<file path="src/rtl/tfd_pkg.sv">
package tfd_pkg;

   localparam int DEF_MAX_WIDTH   = 2048;
   localparam int DEF_SAMPLE_BITS = 16;
   localparam int MAX_HEIGHT      = 4096;

   localparam int CFG_W_BITS    = 12;
   localparam int CFG_H_BITS    = 13;
   localparam int COL_OUT_BITS  = 11;
   localparam int ROW_OUT_BITS  = 12;
   localparam int CSR_IDX_BITS  = 8;
   localparam int CSR_DATA_BITS = 13;

   localparam logic [CFG_W_BITS-1:0] RST_IMAGE_WIDTH  = 12'd640;
   localparam logic [CFG_H_BITS-1:0] RST_IMAGE_HEIGHT = 13'd480;

   localparam logic [CSR_IDX_BITS-1:0] REG_IMAGE_WIDTH  = 8'd0;
   localparam logic [CSR_IDX_BITS-1:0] REG_IMAGE_HEIGHT = 8'd1;

   typedef enum logic [1:0] {
      RES_ABOVE,
      RES_LEFT,
      RES_FINAL
   } res_kind_type;

   typedef struct packed {
      res_kind_type kind;
      logic         last_col;
   } calc_ctl_type;

endpackage

</file>
<file path="src/rtl/tfd_calc.sv">
module tfd_calc #(
   parameter int SAMPLE_BITS = 16,
   parameter int COL_BITS    = 11
) (
   input  logic [3*SAMPLE_BITS-1:0]          cur_px,
   input  logic [3*SAMPLE_BITS-1:0]          above_px,
   input  logic [3*SAMPLE_BITS-1:0]          next_px,
   input  logic [3*SAMPLE_BITS-1:0]          left_px,
   input  logic [COL_BITS-1:0]               col,
   input  logic [tfd_pkg::ROW_OUT_BITS-1:0]  row,
   input  tfd_pkg::calc_ctl_type             ctl,
   output logic signed [SAMPLE_BITS+1:0]     div_x,
   output logic signed [SAMPLE_BITS+1:0]     div_y,
   output logic [tfd_pkg::COL_OUT_BITS-1:0]  pixel_col,
   output logic [tfd_pkg::ROW_OUT_BITS-1:0]  pixel_row
);
   import tfd_pkg::*;

   localparam int SB = SAMPLE_BITS;
   localparam int RB = SAMPLE_BITS + 2;

   logic signed [RB-1:0] c_xx, c_yy, c_xy;
   logic signed [RB-1:0] a_xx, a_yy, a_xy;
   logic signed [RB-1:0] n_xx, n_xy;
   logic signed [RB-1:0] l_xx, l_xy;
   logic [COL_BITS-1:0]  col_m1;

   // pixel layout: xx low, then yy, then xy
   assign c_xx = RB'($signed(cur_px[SB-1:0]));
   assign c_yy = RB'($signed(cur_px[2*SB-1:SB]));
   assign c_xy = RB'($signed(cur_px[3*SB-1:2*SB]));
   assign a_xx = RB'($signed(above_px[SB-1:0]));
   assign a_yy = RB'($signed(above_px[2*SB-1:SB]));
   assign a_xy = RB'($signed(above_px[3*SB-1:2*SB]));
   assign n_xx = RB'($signed(next_px[SB-1:0]));
   assign n_xy = RB'($signed(next_px[3*SB-1:2*SB]));
   assign l_xx = RB'($signed(left_px[SB-1:0]));
   assign l_xy = RB'($signed(left_px[3*SB-1:2*SB]));

   assign col_m1 = col - COL_BITS'(1);

   always_comb begin
      div_x     = '0;
      div_y     = '0;
      pixel_col = COL_OUT_BITS'(col);
      pixel_row = row;
      case (ctl.kind)
         RES_ABOVE: begin
            if (ctl.last_col) begin
               div_x = c_xy - a_xy;
               div_y = c_yy - a_yy;
            end else begin
               div_x = (n_xx - a_xx) + (c_xy - a_xy);
               div_y = (n_xy - a_xy) + (c_yy - a_yy);
            end
            pixel_row = row - ROW_OUT_BITS'(1);
         end
         RES_LEFT: begin
            div_x     = c_xx - l_xx;
            div_y     = c_xy - l_xy;
            pixel_col = COL_OUT_BITS'(col_m1);
         end
         RES_FINAL: begin
            div_x = '0;
            div_y = '0;
         end
         default: begin
            div_x = '0;
            div_y = '0;
         end
      endcase
   end

endmodule

</file>
<file path="config.mk">
export PLATFORM = sky130hd
export DESIGN_NAME = tfd_calc
export DESIGN_NICKNAME = d
export VERILOG_FILES = /design/src/rtl/tfd_pkg.sv /design/src/rtl/tfd_calc.sv
export SDC_FILE = /design/constraint.sdc
export NUM_CORES = 1
export LEC_CHECK = 0
export ABC_AREA = 0
export BUFFER_PORTS_ARGS = -buffer_cell sky130_fd_sc_hd__clkbuf_2
export CAP_MARGIN = 20
export CELL_PAD_IN_SITES_DETAIL_PLACEMENT = 1
export CELL_PAD_IN_SITES_GLOBAL_PLACEMENT = 2
export CORE_MARGIN = 5
export CORE_UTILIZATION = 29
export DETAILED_ROUTE_END_ITERATION = 10
export PLACE_DENSITY_LB_ADDON = 0.1
export SLEW_MARGIN = 15
export SYNTH_ARGS = -nofsm -noshare
export SYNTH_HDL_FRONTEND = slang
export SYNTH_SLANG_ARGS = --single-unit
</file>
<file path="constraint.sdc">
create_clock -name vclk -period 9.3
set_input_delay 1.86 -clock vclk [all_inputs]
set_output_delay 1.86 -clock vclk [all_outputs]
set_load 0.02 [all_outputs]
</file>
* Word level (Yosys, flattened, before mapping) *
Index checks and enable logic that the tools add are counted.

operators by class
  equality and inequality tests = 1
  $add $sub $neg = 10
  multiplexer cells = 6
  reduce and logical (&&, ||, !) cells = 1

operators with widths
  cell                     number
  $sub A16 B16 Y17         6
  $pmux W18 S2             2
  $add A17 B17 Y18         2
  $mux W18                 2
  $mux W12                 1
  $sub A12 B1 Y12 const B  1
  $mux W11                 1
  $sub A11 B1 Y11 const B  1
  $eq A2 B1 Y1 const B     1
  $logic_not A2 Y1         1

storage, ports and cells
  register bits = 0
  output and inout port bits = 59
  word-level logic and storage cells = 18
  input bits = 218

* Logic depth before layout (Yosys ltp) *
  depth in word-level cells = 4
  gate-level depth with buffers = 21
  mapped depth without buffers = 21

* Least setup slack after synthesis *
Ideal clock, no wire load.

  path type = input -> output
  start = input cur_px[16]
  end = output div_y[16]
  required time = 7.440 ns
  arrival = 5.894 ns
  slack = 1.546 ns
  stages = 19
  path buffers = 0
  cell sequence = inv_1 ha_1 fa_1 nor2b_1 o31a_1 o221ai_1 a21oi_1 nor3_1 or2_2 fa_1 inv_1 ha_1 a21oi_1 nor2b_1 a41oi_1 a211oi_1 a41oi_2 and3_1 o31ai_1

on the way
  cells in the longest elaborated chain, start to end = 4

RTL lines
  what                  line                            text
  start: declaration    tfd_calc.sv:5                   input logic [3*SAMPLE_BITS-1:0] cur_px,
  $sub A16 B16 Y17 (*)  tfd_calc.sv:51, tfd_calc.sv:54
  $add A17 B17 Y18      tfd_calc.sv:54                  div_y = (n_xy - a_xy) + (c_yy - a_yy);
  $mux W18 (*)          tfd_calc.sv:49                  if (ctl.last_col) begin
  $pmux W18 S2 (*)      tfd_calc.sv:47                  case (ctl.kind)
  end: declaration      tfd_calc.sv:13                  output logic signed [SAMPLE_BITS+1:0] div_y,

Every way passes the cells marked *; elsewhere a longest branch is shown, timed or not.

* Worst setup path in the final report *
  start = input cur_px[16]
  end = output div_y[17]

Same word-level chain as after synthesis.

==> results.sh <==
export IMPL_yosysWarnings=0
export IMPL_seq_area_sq_um=0
export IMPL_hold_class="in2out"
export IMPL_timing_setup_tns_ns=0
export IMPL_rows=55
export IMPL_grt_ovfl_total=0
export IMPL_drt_first_pass_iters=4
export IMPL_path_class="in2out"
export IMPL_via_per_inst=4.879
export IMPL_syn_avg_cell_area_sq_um=6.972
export IMPL_post_cts_buffers=0
export IMPL_worstPathMaxFanout=5
export IMPL_antenna_found_initial=1
export IMPL_cp_arrival_ns=6.35
export IMPL_cts_hold_buf=0
export IMPL_die_area_sq_um=26140
export IMPL_start_kind="primary input"
export IMPL_fin_util_pct=36.33
export IMPL_synthDistinctLibCells=68
export IMPL_layout_drive_gt1_share_pct=22.54
export IMPL_cts_resized=0
export IMPL_final_common_cell="clkbuf_2"
export IMPL_timing_final_crit_share_pct=88.25
export IMPL_design_final_nets=1549
export IMPL_p_per_area_nw_per_um2=122.8
export IMPL_timing_max_cap_violations=0
export IMPL_crit_slowest_cell="fa_1"
export IMPL_io_pins=277
export IMPL_finalWirelength_um=23190
export IMPL_max_freq_ghz=0.1218
export IMPL_netlist_area_sq_um=6673
export IMPL_num_vias=7197
export IMPL_syn_nets=1315
export IMPL_end_kind="primary output"
export IMPL_seq_cells=0
export IMPL_ys_seq_area_share_pct=0
export IMPL_status="finished clean"
export IMPL_grt_max_degree=35
export IMPL_cp_required_ns=7.44
export IMPL_gp_congestion=0.8145
export IMPL_drt_iter0_drc=106
export IMPL_grt_usage_pct=17.18
export IMPL_wl_per_cell_um=15.72
export IMPL_crit_chain="clkbuf_2, inv_1, ha_1, fa_1, nor2b_1, o31a_1, o221ai_1, a21oi_1, o21ai_1, a21oi_1, xnor2_1, fa_1, inv_1, ha_1, nor2b_1, nor2_1, a21oi_1, or4_4, a41o_1, xnor2_1, o21ai_1, clkbuf_2"
export IMPL_slowest_delay_ns=0.50
export IMPL_hold_violations=0
export IMPL_fp_dieW_um=161.7
export IMPL_core_sq_um=22640
export IMPL_seq_power_share_pct=0
export IMPL_start_util_pct=29.47
export IMPL_leakagePower_nw=4.476
export IMPL_worst_pin_slew_ns=0.8667
export IMPL_rsz0062_at_grt="no"
export IMPL_drc=0
export IMPL_grt_pass1_vias=7523
export IMPL_slew_viol_final=0
export IMPL_pwr_share_comb_pct=100.0
export IMPL_synthCells=957
export IMPL_switching_share_pct=56.68
export IMPL_area_growth_pct=23.25
export IMPL_die_h_um=161.7
export IMPL_fin_crit_ns=8.207
export IMPL_switchingPower_w=0.0005726
export IMPL_pwr_share_clk_pct=0
export IMPL_layout_common_cells="clkbuf_2 (245), inv_1 (166), ha_1 (102), nor2_1 (84), a21oi_1 (65)"
export IMPL_intPower_w=0.0004375
export IMPL_crit_path_frequent_cell="a21oi_1"
export IMPL_setup_viol=0
export IMPL_numPortBuffers=245
export IMPL_drtAntennaViolNets=0
export IMPL_slew_headroom_pct=42.01
export IMPL_grt_pass1_wl_um=37450
export IMPL_max_vdd_ir_drop_mv=0.03760
export IMPL_dp_hpwl_um=20800
export IMPL_clockBufferCount=0
worst paths after layout:
kind / start / to / slack (ns) / depth (start not counted)
setup / recovery: cur_px[16] / div_y[17] / 1.09 / 22
hold / removal: col[10] / pixel_col[10] / 4.01 / 3
routing by layer:
| metal | GRT usage [%] | wire [um] |
|---|---|---|
| met4 | 0.4229 | 0 |
| met5 | 0 | 0 |
| met2 | 32.50 | 11670 |
| met1 | 22.70 | 10650 |
| met3 | 1.193 | 859 |
synth_stat cells (3+ instances only):
cell	instances	share of area [%]
a211o_1	4	0.52
o41ai_1	3	0.39
a21o_1	26	2.9
o221ai_1	4	0.52
ha_1	102	19
o22ai_1	4	0.37
o31a_1	6	0.79
a211oi_1	29	3.3
inv_1	166	9.3
nor3_1	37	2.8
o21ai_0	55	4.1
o21ai_1	4	0.30
nor4_1	3	0.28
or4_1	4	0.45
a221o_1	3	0.45
clkbuf_1	15	0.84
xnor2_1	57	7.5
nand2_1	61	3.4
xor2_1	35	4.6
or2_2	4	0.37
and3_1	11	1.0
nor2b_1	16	1.5
mux2i_1	3	0.45
nand2b_1	16	1.5
a21oi_1	65	4.9
fa_1	38	11
or3_1	7	0.66
o21bai_1	4	0.45
o31ai_1	5	0.56
o211ai_1	4	0.45
nand3_1	20	1.5
nor2_1	84	4.7
o21a_1	17	1.9
logic make-up after synthesis:
group | after synthesis | share of synthesized area [%]
simple gates | 274 | 19.56
fa+ha+maj | 140 | 30.53
buf+inv | 184 | 10.35
mux | 4 | 0.6188
xor+xnor | 92 | 12.08
compound gates | 263 | 26.87
power groups by stage:
stage / Sequential [W] / Combinational (W) / Clock, W
finish: 0 / 0.00101 / 0.0000000000145
detailed placement: 0 / 0.00102 / 0
global placement: 0 / 0.00101 / 0
floorplan: 0 / 0.000762 / 0
CTS: 0 / 0.00103 / 0
global route: 0 / 0.00115 / 0.0000000000144
metrics by stage:
stage	worst slack [ns]	hold WS, ns	total power (W)	instances	cell area, sq um
global placement	1.073	4.007	0.001012	1474	8222
global route	0.6362	4.032	0.001147	1475	8224
CTS	1.038	4.011	0.001029	1474	8222
floorplan	1.546	3.848	0.0007622	957	6673
detailed placement	1.057	4.012	0.001023	1474	8222
finish	1.093	4.009	0.001010	1475	8224
layout make-up:
type | instances | area (sq um)
Fill cell | 3004 | 14420
Multi-Input combinational cell | 773 | 5982
Timing Repair Buffer | 249 | 1256
Inverter | 167 | 626.9
Tap cell | 285 | 356.6
Antenna cell | 1 | 2.502
worst max-delay path: cells and delay by family:
| family | cells | cell delay (ns) |
|---|---|---|
| buffers and inverters | 4 | 0.33 |
| xor gates and xnor gates | 2 | 0.26 |
| and+or+nand+nor | 4 | 0.88 |
| AOI/OAI and AO/OA | 8 | 1.53 |
| adders and majority gates | 4 | 1.49 |
Power figures use the tool's default switching activity.
